**src/rtl/core/qrr_sqrt_cell.sv**
```systemverilog
// ----------------------------------------------------------------------------
// qrr_sqrt_cell
// One stage of the restoring square root: settles one root bit.
// ----------------------------------------------------------------------------
module qrr_sqrt_cell #(
  parameter int unsigned RW = 34,
  parameter int unsigned DW = 68,
  parameter int unsigned K  = 0
) (
  input  logic          clk_i,
  input  logic          en_i,
  input  logic [DW-1:0] rem_i,
  input  logic [RW-1:0] root_i,
  output logic [DW-1:0] rem_o,
  output logic [RW-1:0] root_o
);
  localparam int unsigned TW = DW + 2;
  logic [TW-1:0] trial;
  logic [DW-1:0] rem_d;
  logic [RW-1:0] root_d;
  logic [DW-1:0] rem_q;
  logic [RW-1:0] root_q;

  // Trial (2r + 2^k) * 2^k subtracted from the remaining radicand.
  always_comb begin
    trial  = (TW'(root_i) << (K + 1)) | (TW'(1) << (2 * K));
    rem_d  = rem_i;
    root_d = root_i;
    if (TW'(rem_i) >= trial) begin
      rem_d  = DW'(TW'(rem_i) - trial);
      root_d = root_i | (RW'(1) << K);
    end
  end

  always_ff @(posedge clk_i) begin
    if (en_i) begin
      rem_q  <= rem_d;
      root_q <= root_d;
    end
  end

  assign rem_o  = rem_q;
  assign root_o = root_q;
endmodule

```
**config.mk**
```make
export PLATFORM = sky130hd
export DESIGN_NAME = qrr_sqrt_cell
export DESIGN_NICKNAME = d
export VERILOG_FILES = /design/src/rtl/core/qrr_sqrt_cell.sv
export SDC_FILE = /design/constraint.sdc
export NUM_CORES = 1
export LEC_CHECK = 0
export ABC_AREA = 1
export BUFFER_PORTS_ARGS = -buffer_cell sky130_fd_sc_hd__buf_2
export CAP_MARGIN = 20
export CORE_MARGIN = 1.5
export CORE_UTILIZATION = 45
export CTS_BUF_LIST = sky130_fd_sc_hd__clkbuf_4 sky130_fd_sc_hd__clkbuf_8
export DETAILED_ROUTE_END_ITERATION = 10
export GPL_ROUTABILITY_DRIVEN = 1
export GPL_TIMING_DRIVEN = 1
export PLACE_DENSITY = 0.78
export SLEW_MARGIN = 20
export SYNTH_ARGS = -nofsm -noshare
export SYNTH_HDL_FRONTEND = slang
export SYNTH_SLANG_ARGS = --single-unit
```
**constraint.sdc**
```tcl
create_clock -name clk_i -period 3.5 [get_ports clk_i]
set_input_delay 0.525 -clock clk_i [delete_from_list [all_inputs] [get_ports clk_i]]
set_output_delay 0.525 -clock clk_i [all_outputs]
set_load 0.01 [all_outputs]
```
==> results.tsv <==
metric	value	unit
status	completed	
cts_sinks	102	
cts_tree	built	
diodes	0	
synth_top_family_by_area	simple AND/OR/NAND/NOR gates	
numCtsBuffers	9	
top_layer_used	met4	
drv_cap	0	
synth.area.mux_share	0	
netlist_area	8120	um^2
maxSlewViolCount	0	
syn-instance-count	1208	
grt_pass1_wl	40.6	mm
post_drt_wl_per_cell	16.3	um
setup_tns	0	ns
placed_cell_area	9450	um^2
fin_util	0.553	
fin_nets	1559	
synthFlopType	edfxtp_1	
initial_core_util	0.464	
syn2layout_area_growth	19.0	%
cp-endpoint	rem_o[24]	
cts.repair.resized	0	
critPathTopFamily	compound AO/OA/AOI/OAI gates	
synth_cell_types	29	
finalHoldViolations	0	
syn_nets	1348	
globalplace.congestion	0.968	
synth_compound_area_frac	0.0620	
fin_area	9660	um^2
yosysSeqAreaShare	0.377	
cts_setup_buffers	0	
ant_nets	0	
worst_pin_slew	0.653	ns
power_per_cell_area	349	nW/um^2
first_global_vias	7840	
hold_buffers	0	
h-tree-depth	3	
crit_type	input pin to register	
period_share	0.794	
numPortBuffers	205	
avgSynthCellArea	6.72	um^2
dr_wl_met3	2.27	mm
clk_pin_slew	0.11	ns
max_freq	0.360	GHz
synth_xor_area_frac	0.0335	
drive_gt1_frac	0.166	
critPathArrivalTime	2.91	ns
drc_errors	0	
avgViaCountPerCell	5.09	
core	17500	um^2
grt_use_total	0.289	
clock_path_buffers	2	
vias	8396	
grt_max_degree	58	
slew-limit-headroom	0.565	
ys_async_sr_fraction	0	
fin_crit	2.78	ns
crit_path_cell_trace	buf_2 > inv_1 > ha_1 > a21oi_1 > nor2_1 > nor2_1 > o21ai_1 > a21oi_1 > nand3_4 > inv_2 > buf_12 > o21ai_0	
start_kind	input pin	
drt-initial-drc-count	702	
met1_length	11.8	mm
yosys.area_share.simple	0.350	
crit_path_end_kind	register	
routed_wl	26.8	mm
crit_required	3.63	ns
synthAdderAreaFrac	0.0564	
setup_viol	0	
cp_num_buf_inv	4	
synth_edf_count	102	
rsz0062_at_grt	false	
die_x	137	um
antenna_found_initial	1	
dp_hpwl	22.4	mm
synth_seq_cells	102	
drt-pass1-iter-count	5	
dieArea	18900	um^2
cp_slowest_stage_delay	0.41	ns
nFillCells	1775	
die_h	137	um
rows	48	
critical_path_cell_count	12	
critPathMaxFanout	28	
root_buffer	clkbuf_8	
hold_path.class	input pin to register	
cp-startpoint	root_i[32]	
crit_slowest_cell	a21oi_1	
irDropWorstVdd	0.205	mV
ios	206	
route.met2.wl	12.1	mm
p_leak	4.93	nW
yosys_warnings	0	
overflow	0	
total_power	3.37	mW
whs	0.312	ns
-- routing by layer --
layer,global-route usage,vias to the layer above
li1,-,4200
met5,0,-
met2,0.464,350
met3,0.0618,39
met4,0.0977,0
met1,0.388,3807
-- registers in the layout, summed over array words and instances, names as in the netlist --
signal,count
rem_o,68
root_o,34
-- placed cells by master, fill, tap and decap left out, types with 11 or more instances in the layout --
master      n
nand2_1   448
inv_1     239
buf_2     204
nor2_1    117
edfxtp_1  102
nand3_1    63
a21oi_1    51
ha_1       35
o21ai_0    28
xnor2_1    27
nand4_1    20
nor3_1     20
o21ai_1    11
-- worst min-delay path by stage --
| stage | startpoint | endpoint | slack (ns) | cells past startpoint |
|---|---|---|---|---|
| after floorplan | root_i[10] | root_o[10] | 0.62 | 0 |
| after global placement | root_i[33] | root_o[33] | 0.72 | 1 |
| after detailed placement | root_i[11] | root_o[11] | 0.72 | 1 |
| after CTS | root_i[5] | root_o[5] | 0.30 | 1 |
| after global routing | root_i[9] | root_o[9] | 0.30 | 1 |
| final | root_i[3] | root_o[3] | 0.31 | 1 |
-- through the flow --
step / worst slack (ns) / cells
CTS: 0.807 / 1649
finish: 0.721 / 1649
floorplan: 1.11 / 1208
detailed placement: 0.402 / 1633
global route: 0.585 / 1649
global placement: 0.400 / 1633
-- cells by family (layout without fill, tap and decap cells) --
kind of cell             Yosys count  count (layout)
AO/OA/AOI/OAI                     97              97
XOR/XNOR                          31              31
flip-flops                       102             102
adder cells (fa/ha/maj)           36              36
buffers and inverters            250             466
AND/OR/NAND/NOR                  692             692
-- cell usage after synthesis (all sizes together), types with 5 or more instances --
cell,instances,area share
nand2,448,0.21
xnor2,27,0.029
nand4,20,0.015
o21ai,39,0.024
or2,5,0.0042
nand3,65,0.042
ha,35,0.054
nor3,20,0.012
edfxtp,102,0.38
nor2,122,0.059
inv,240,0.11
a21oi,51,0.031
o21bai,5,0.0046
buf,10,0.010
-- area by class of cell --
class / instances / area [um^2] / share of cell area
repair buffers: 210 / 1130 / 0.117
well taps: 225 / 282 / 0.0291
clock inverters: 7 / 88.8 / 0.00920
clock buffers: 9 / 124 / 0.0128
flip-flops and latches: 102 / 3060 / 0.317
inverters: 240 / 901 / 0.0933
multi-input cells: 856 / 4070 / 0.422
-- report_power, final --
group	internal, mW	switching (mW)	leakage (nW)	total [mW]
clock network	0.399	0.451	0.106	0.850
registers	1.51	0.0324	0.999	1.54
logic	0.348	0.636	3.82	0.984
No activity file was read; power rests on OpenSTA's default activity.
