<file path="src/rtl/core/qrr_div_cell.sv">
// ----------------------------------------------------------------------------
// qrr_div_cell
// One stage of the restoring divider: settles one quotient bit for two
// numerators sharing one divisor.
// ----------------------------------------------------------------------------
module qrr_div_cell #(
  parameter int unsigned NW = 64,
  parameter int unsigned DW = 34,
  parameter int unsigned K  = 0
) (
  input  logic          clk_i,
  input  logic          en_i,
  input  logic [DW-1:0] den_i,
  input  logic [NW-1:0] num0_i,
  input  logic [NW-1:0] num1_i,
  output logic [NW-1:0] num0_o,
  output logic [NW-1:0] num1_o,
  output logic [NW-1:0] quo0_o,
  output logic [NW-1:0] quo1_o,
  input  logic [NW-1:0] quo0_i,
  input  logic [NW-1:0] quo1_i
);
  localparam int unsigned XW = NW + DW;
  logic [XW-1:0] sh;
  logic [NW-1:0] n0_d, n1_d, q0_d, q1_d;
  logic [NW-1:0] n0_q, n1_q, q0_q, q1_q;

  // num holds the running remainder; subtract den * 2^K where it fits.
  always_comb begin
    sh   = XW'(den_i) << K;
    n0_d = num0_i;
    n1_d = num1_i;
    q0_d = quo0_i;
    q1_d = quo1_i;
    if (XW'(num0_i) >= sh) begin
      n0_d = NW'(XW'(num0_i) - sh);
      q0_d = quo0_i | (NW'(1) << K);
    end
    if (XW'(num1_i) >= sh) begin
      n1_d = NW'(XW'(num1_i) - sh);
      q1_d = quo1_i | (NW'(1) << K);
    end
  end

  always_ff @(posedge clk_i) begin
    if (en_i) begin
      n0_q <= n0_d;
      n1_q <= n1_d;
      q0_q <= q0_d;
      q1_q <= q1_d;
    end
  end

  assign num0_o = n0_q;
  assign num1_o = n1_q;
  assign quo0_o = q0_q;
  assign quo1_o = q1_q;
endmodule

</file>
<file path="config.mk">
export PLATFORM = sky130hd
export DESIGN_NAME = qrr_div_cell
export DESIGN_NICKNAME = d
export VERILOG_FILES = /design/src/rtl/core/qrr_div_cell.sv
export SDC_FILE = /design/constraint.sdc
export NUM_CORES = 1
export LEC_CHECK = 0
export ABC_AREA = 1
export CORE_AREA = 2 2 212 214
export CTS_CLUSTER_DIAMETER = 40
export DETAILED_ROUTE_END_ITERATION = 8
export DIE_AREA = 0 0 214 216
export DONT_BUFFER_PORTS = 1
export PLACE_DENSITY = 0.54
export SLEW_MARGIN = 25
export SYNTH_ARGS = -nofsm -noshare
export SYNTH_HDL_FRONTEND = slang
export SYNTH_SLANG_ARGS = --single-unit
export TNS_END_PERCENT = 100
</file>
<file path="constraint.sdc">
create_clock -name clk_i -period 6.4 [get_ports clk_i]
set_input_delay 1.6 -clock clk_i [delete_from_list [all_inputs] [get_ports clk_i]]
set_output_delay 1.6 -clock clk_i [all_outputs]
set_load 0.03 [all_outputs]
</file>
==> out/results.txt, run 1 <==
Outcome - completed
Delay of the slowest critical-path stage - 0.68 ns
Unrepaired setup endpoints after global routing - no
H-tree Lvls - 2
Global routing usage on met2 - 0.486
Async set or reset register ratio after synthesis - 0
WL per Instance - 21.8 µm
Synthesized flop and latch total - 256
Total detailed-routing wirelength - 67.4 mm
Maximum resistive drop on vdd - 0.206 mV
Hold-fix buffer count after cts - 0
Remaining max-slew budget at the tightest pin - 0.370
Resized cells post-CTS - 0
Total count of max-transition violations in the final report - 0
Period utilization - 0.622
Most used DFF post-synth - sky130_fd_sc_hd__edfxtp_1
Core Region - 43800 µm²
Synth top area cells - sky130_fd_sc_hd__edfxtp_1, sky130_fd_sc_hd__nand2_1, sky130_fd_sc_hd__inv_1
Proportion of layout cells with a drive suffix above 1 - 0.0747
Slew at the pin closest to its max-slew limit - 0.943 ns
Leakage power summed over all cells - 9.24 nW
Number of synthesized flops with an enable pin - 256
Relative area change from synthesis to final layout - 11.7%
Number of standard-cell rows in the floorplan - 77
Worst setup EP type - flip-flop
Post CTS Setup Buffer Count - 0
Chip height - 216 µm
Instance count of the mapped netlist - 2436
Worst setup path class - in2reg
Cell area after synthesis - 17900 µm²
Post-Place Cells - 3012
Area enclosed by the die boundary - 46200 µm²
Synthesized netlist net count - 2798
Met3 routing resource usage after global routing - 0.0778
Routed vias - 15.8k
Met1 Track Usage GR - 0.339
Total gr overflow - 0
Power per Cell Area - 282 nW/µm²
Critical path peak fanout - 31
Setup tns final - 0 ns
Maximum number of pins on one net before global-route repair - 257
Quantity of I/O buffers inserted on ports - 0
Number of max-cap violations - 0
Number of global-route vias before repair - 15.3k
DRC violation count after routing - 0
Number of distinct library cell variants in the gate-level netlist after synthesis - 35
Yosys top cell by area - sky130_fd_sc_hd__edfxtp_1
Gr busiest metal - met2
Remaining antenna violation count - 0
List of most frequent post-synthesis cells - sky130_fd_sc_hd__nand2_1, sky130_fd_sc_hd__inv_1, sky130_fd_sc_hd__edfxtp_1
Root buf cell - sky130_fd_sc_hd__clkbuf_16
Most repeated cell in the gate-level netlist after synthesis - sky130_fd_sc_hd__nand2_1
Cell Chain, Critical Path - inv_1, ha_1, nand2_1, inv_1, a21oi_2, nand2_2, nand2_1, nand2_2, nand2_2, nand3_2, nor2_4, buf_4, o21ai_2
Cell with the largest stage delay on the worst path - sky130_fd_sc_hd__nor2_4
Proportion of synthesized chip area in sequential cells - 0.430
All-Layer GR Usage - 0.285
Synth top area share - 0.430
Mean post-synth cell area - 7.33 µm²
Number of search-and-repair iterations in the first detailed-routing pass - 6
Effective utilization at floorplan - 0.407
Clock tree from TritonCTS - done
Number of buffers created by CTS - 45
Critical path data arrival time - 4.29 ns
Reg clk slew, reported paths - 0.06 ns
Detailed-route vias per instance - 5.09
Non-filler cells in the finished layout - 3098
Time the worst path needs with I/O delays and setup - 3.98 ns
Number of endpoints failing setup at the final stage - 0
Antenna violations before repair - 2
Maximum clock frequency - 0.251 GHz
Number of top-level design ports - 548
Final-report hold violation count - 0
Filler cells - 4502
Most used cell, CP - sky130_fd_sc_hd__nand2_2
First-pass GRT wire length - 97.2 mm
Required time of the critical path - 6.71 ns
HPWL after detailed placement - 56.7 mm
Number of nets in the layout - 2829
Horizontal extent of the die - 214 µm
Number of clock sinks seen by CTS - 256
Final estimated routing congestion in global placement - 0.982
Worst min path class - in2reg
Max clock buf depth - 3
Synth warnings - 0
Number of DRC markers in iteration 0 - 1097
Sort of element at the start of the critical path - primary input
[sequential cells by signal, summed over array words and instances (netlist names)]
| signal | cells |
|---|---|
| num1_o | 64 |
| quo0_o | 64 |
| quo1_o | 64 |
| num0_o | 64 |
[area by class of cell]
| class | instances | area, µm² | share of cell area |
|---|---|---|---|
| multi-input cells | 1685 | 8190 | 0.411 |
| flip-flops and latches | 256 | 7690 | 0.385 |
| inverters | 475 | 1780 | 0.0893 |
| clock buffers | 49 | 1160 | 0.0582 |
| well taps | 592 | 741 | 0.0371 |
| clock inverters | 35 | 330 | 0.0166 |
| repair buffers | 4 | 55.1 | 0.00276 |
| diodes | 2 | 5.00 | 0.000251 |
[stage by stage]
stage          total power (W)  setup slack (ns)  utilization  hold WS [ns]  cell area (µm²)
2_1_floorplan          0.00304              2.83            -          1.70            17900
3_3_place_gp           0.00334              1.86        0.421          1.70            18500
3_5_place_dp           0.00334              1.84        0.421          1.70            18500
4_1_cts                0.00567              2.45        0.455          1.09            20000
5_1_grt                0.00586              2.26        0.455          1.08            20000
6_report               0.00562              2.42        0.455          1.11            20000
[path summary, 6_finish.rpt]
check / startpoint / to / slack, ns / cells after the start
hold / removal: quo1_i[43] / quo1_o[43] / 1.11 / 0
setup / recovery: den_i[7] / num0_o[25] / 2.42 / 13
[cells in the final DEF (no fill, tap or decap), drive strengths merged]
cell      netlist  final
o21a            1      1
nor3           30     30
nand3         119    119
o21ai          73     73
a21o            2      2
nand4          27     27
buf            17      4
fa              2      2
clkbuf          3     49
clkinvlp        0      6
clkinv          0     16
inv           475    487
nor4            2      2
nand2         918    918
nor2          245    245
xor2            9      9
ha             68     68
bufinv          0      1
nand3b         22     22
a21oi         113    113
xnor2          48     48
edfxtp        256    256
diode           0      2
or2             2      2
o21bai          1      1
nor3b           3      3
[report_power, final]
part / internal, W / total (W) / switching, W
Sequential: 0.00208 / 0.00251 / 0.000436
Clock: 0.00140 / 0.00231 / 0.000910
Combinational: 0.000257 / 0.000796 / 0.000539
Total: 0.00373 / 0.00562 / 0.00188
[per-layer routing]
layer  wire [µm]  up-vias
li1            -     7739
met1       26800     7256
met2       32500      661
met3        5320      119
met4        2850        0
met5           0        -
[cell families (layout without fill, tap and decap cells)]
family,after synthesis,count (layout),synth area share
other cells,0,2,0
xor+xnor,57,57,0.0279
fa+ha+maj,70,70,0.0499
buf+inv,495,563,0.111
compound gates,190,190,0.0670
flops,256,256,0.430
simple gates,1368,1368,0.314
[critical path: cells and delay by family]
kind	cells	cell delay, ns
and+or+nand+nor	7	1.40
AOI/OAI and AO/OA	2	0.29
buffers and inverters	3	0.61
adders and majority gates	1	0.39
No activity file was read; power rests on OpenSTA's default activity.
==> inputs of run 2 (changes only) <==
ABC_AREA = 0   (was 1)
PLACE_DENSITY = 0.46   (was 0.54)
clock period = 3.33 ns   (was 6.4 ns; I/O delays follow)
==> run 2 against run 1 <==
Largest cell class is now sequential cells; hold slack got worse by 0.76 ns; worst setup slack got worse by 2.2 ns; combinational power up 78%; count of clock-buffer cells in the layout is 3 lower; global-route usage is 6.7 points lower; highest routed layer is now met5; cell count decreased by 30%.
==> out/results.txt, run 2 <==
Number of endpoints failing setup at the final stage - 0 (unchanged)
Number of standard-cell rows in the floorplan - 77 (unchanged)
Cell Chain, Critical Path - inv_1, ha_1, nand4_1, buf_4, nor4_1, buf_4, nand4_1, nand4_1, nor2_2, or4b_4, nor4_4, xor2_1
Reg area - 7690 µm² (unchanged)
Number of distinct library cell variants in the gate-level netlist after synthesis - 78 (+120%)
Number of top-level design ports - 548 (unchanged)
H-tree Lvls - 2 (unchanged)
Root buf cell - sky130_fd_sc_hd__clkbuf_16
Number of clock sinks seen by CTS - 256 (unchanged)
Worst setup path class - in2reg
Final instance area - 18400 µm² (-7.9%)
Total detailed-routing wirelength - 52.1 mm (-23%)
Final-report hold violation count - 0 (unchanged)
Most used DFF post-synth - sky130_fd_sc_hd__edfxtp_1
Proportion of layout cells with a drive suffix above 1 - 0.251 (+0.176)
Antenna violations before repair - 8 (+6)
Worst min path class - in2reg
Number of logic stages on the critical path including buffering - 12 (-1)
Start point of the worst min-delay path - quo0_i[52]
List of most frequent post-synthesis cells - sky130_fd_sc_hd__edfxtp_1, sky130_fd_sc_hd__a21oi_1, sky130_fd_sc_hd__nor2_1
Remaining antenna violation count - 0 (unchanged)
Cell-internal power - 0.00755 W (+100%)
Commonest cells after routing, fill and taps aside - sky130_fd_sc_hd__buf_4, sky130_fd_sc_hd__edfxtp_1, sky130_fd_sc_hd__a21oi_1
All-Layer GR Usage - 0.218 (-0.0672)
Setup tns final - 0 ns (unchanged)
Worst slack, placed - -0.742 ns (-2.59 ns)
Maximum clock frequency - 0.317 GHz
Synthesized flop and latch total - 256 (unchanged)
Non-filler cells in the finished layout - 2159 (-30%)
Leakage power summed over all cells - 7.24 nW (-22%)
Critical Path Source - den_i[27]
Area enclosed by the die boundary - 46200 µm² (unchanged)
Power per Cell Area - 596 nW/µm² (+110%)
Switching part of the total - 0.310 (-0.0251)
Share of total power in combinational logic - 0.130 (-0.012)
Cell area after synthesis - 14100 µm² (-21%)
Period utilization - 0.946
Horizontal extent of the die - 214 µm (unchanged)
Clock share of power - 0.426 (+0.015)
Number of buffers created by CTS - 44 (-2.2%)
DRC violation count after routing - 0 (unchanged)
Number of nets in the layout - 1891 (-33%)
Total count of max-transition violations in the final report - 0 (unchanged)
Mean post-synth cell area - 11.2 µm² (+53%)
WL per Instance - 24.1 µm (+11%)
Synthesized netlist net count - 1621 (-42%)
Remaining max-slew budget at the tightest pin - 0.535 (+0.166)
Routed vias - 10.9k (-31%)
Required time of the critical path - 3.63 ns (-3.08 ns)
Cell with the largest stage delay on the worst path - sky130_fd_sc_hd__or4b_4
Async set or reset register ratio after synthesis - 0 (unchanged)
Effective utilization at floorplan - 0.322 (-0.0858)
Detailed-route vias per instance - 5.07 (-0.41%)
Outcome - completed
Number of synthesized flops with an enable pin - 256 (unchanged)
Quantity of I/O buffers inserted on ports - 0 (unchanged)
Critical path's top delay family - simple AND/OR/NAND/NOR gates
Most used cell, CP - sky130_fd_sc_hd__nand4_1
Critical path peak fanout - 3 (-90%)
Minimum setup slack in the final design - 0.179 ns (-2.24 ns)
Net switching power figure - 0.00340 W (+80%)
Number of search-and-repair iterations in the first detailed-routing pass - 5 (-1)
Maximum number of pins on one net before global-route repair - 257 (unchanged)
HPWL after detailed placement - 42.3 mm (-25%)
Most repeated cell in the gate-level netlist after synthesis - sky130_fd_sc_hd__edfxtp_1
Buffers plus inverters on the worst setup path - 3 (unchanged)
Total gr overflow - 0 (unchanged)
Post-Place Cells - 2074 (-31%)
Number of max-cap violations - 0 (unchanged)
Yosys top cell by area - sky130_fd_sc_hd__edfxtp_1
Synth warnings - 0 (unchanged)
Unrepaired setup endpoints after global routing - yes
Hold-fix buffer count after cts - 0 (unchanged)
Area used by multi-input combinational logic - 6050 µm² (-26%)
Maximum resistive drop on vdd - 0.331 mV (+61%)
Filler cells - 4248 (-5.6%)
Final estimated routing congestion in global placement - 0.927 (-5.6%)
Delay of the slowest critical-path stage - 0.56 ns (-0.12 ns)
Number of DRC markers in iteration 0 - 575 (-48%)
Critical path data arrival time - 3.45 ns (-0.84 ns)
Relative area change from synthesis to final layout - 30.3%
Synth top area cells - sky130_fd_sc_hd__edfxtp_1, sky130_fd_sc_hd__ha_1, sky130_fd_sc_hd__a21oi_1
Max clock buf depth - 3 (unchanged)
Chip height - 216 µm (unchanged)
Critical path endpoint - num1_o[56]
Worst setup EP type - flip-flop
Placed Instance Area - 16800 µm² (-9.2%)
Core Region - 43800 µm² (unchanged)
Most common cell after layout, fill and taps aside - sky130_fd_sc_hd__buf_4
First-pass GRT wire length - 74.6 mm (-23%)
Sort of element at the start of the critical path - primary input
Instance count of the mapped netlist - 1259 (-48%)
Proportion of synthesized chip area in sequential cells - 0.545 (+0.115)
Reg clk slew, reported paths - 0.06 ns (about the same)
Number of global-route vias before repair - 11.0k (-28%)
Synth top area share - 0.545 (+0.115)
Slew at the pin closest to its max-slew limit - 0.697 ns (-0.246 ns)
Clock tree from TritonCTS - done
Time the worst path needs with I/O delays and setup - 3.15 ns
Sequential Power Share - 0.444 (-0.003)
==> run 2: cells by family after synthesis <==
group                    after synthesis  synth area share
AND/OR/NAND/NOR                      400             0.148
XOR/XNOR                             118            0.0733
AO/OA/AOI/OAI                        305             0.133
flip-flops                           256             0.545
adder cells (fa/ha/maj)               70            0.0632
buffers and inverters                105            0.0312
multiplexers                           5           0.00532
==> run 2: repair_timing <==
item,4_1_cts,5_1_grt
hold endpoints to repair,0,0
resized for setup,1,7
setup buffers,0,1
endpoints found under the setup margin,24,42
pin swaps,0,3
==> run 2: power groups by stage <==
stage | combinational, W | sequential, W | clock (W)
5_1_grt | 0.00158 | 0.00488 | 0.00494
2_1_floorplan | 0.000839 | 0.00479 | 0
3_3_place_gp | 0.00142 | 0.00494 | 0
6_report | 0.00142 | 0.00486 | 0.00467
4_1_cts | 0.00143 | 0.00487 | 0.00478
3_5_place_dp | 0.00142 | 0.00493 | 0
==> run 2: how the worst min path moves through the flow <==
stage,to,slack [ns],cells after the start
after global placement,quo1_o[42],0.93,0
after detailed placement,quo0_o[52],0.93,0
after floorplan,quo0_o[10],0.93,0
final,quo0_o[52],0.35,0
after CTS,quo0_o[6],0.31,0
after global routing,quo0_o[19],0.32,0
==> run 2: cell type report <==
cell class                      count  area share
Inverter                           55      0.0112
Clock inverter                     36      0.0244
Multi-Input combinational cell    898       0.329
Timing Repair Buffer              274       0.116
Tap cell                          592      0.0403
Sequential cell                   256       0.418
Clock buffer                       46      0.0603
Antenna cell                        2    0.000272
==> run 2: metrics by stage <==
stage	power, W	hold slack [ns]	util
floorplan	0.00563	0.931	-
global placement	0.00635	0.931	0.382
detailed placement	0.00635	0.931	0.382
CTS	0.0111	0.314	0.418
global route	0.0114	0.319	0.419
finish	0.0110	0.355	0.419
==> run 2: metal layers <==
layer,wire (µm),global-route usage,vias up
li1,-,-,5258
met1,20300,0.253,5175
met2,25000,0.364,423
met3,4970,0.0888,87
met4,1760,0.0769,6
met5,36,0,-
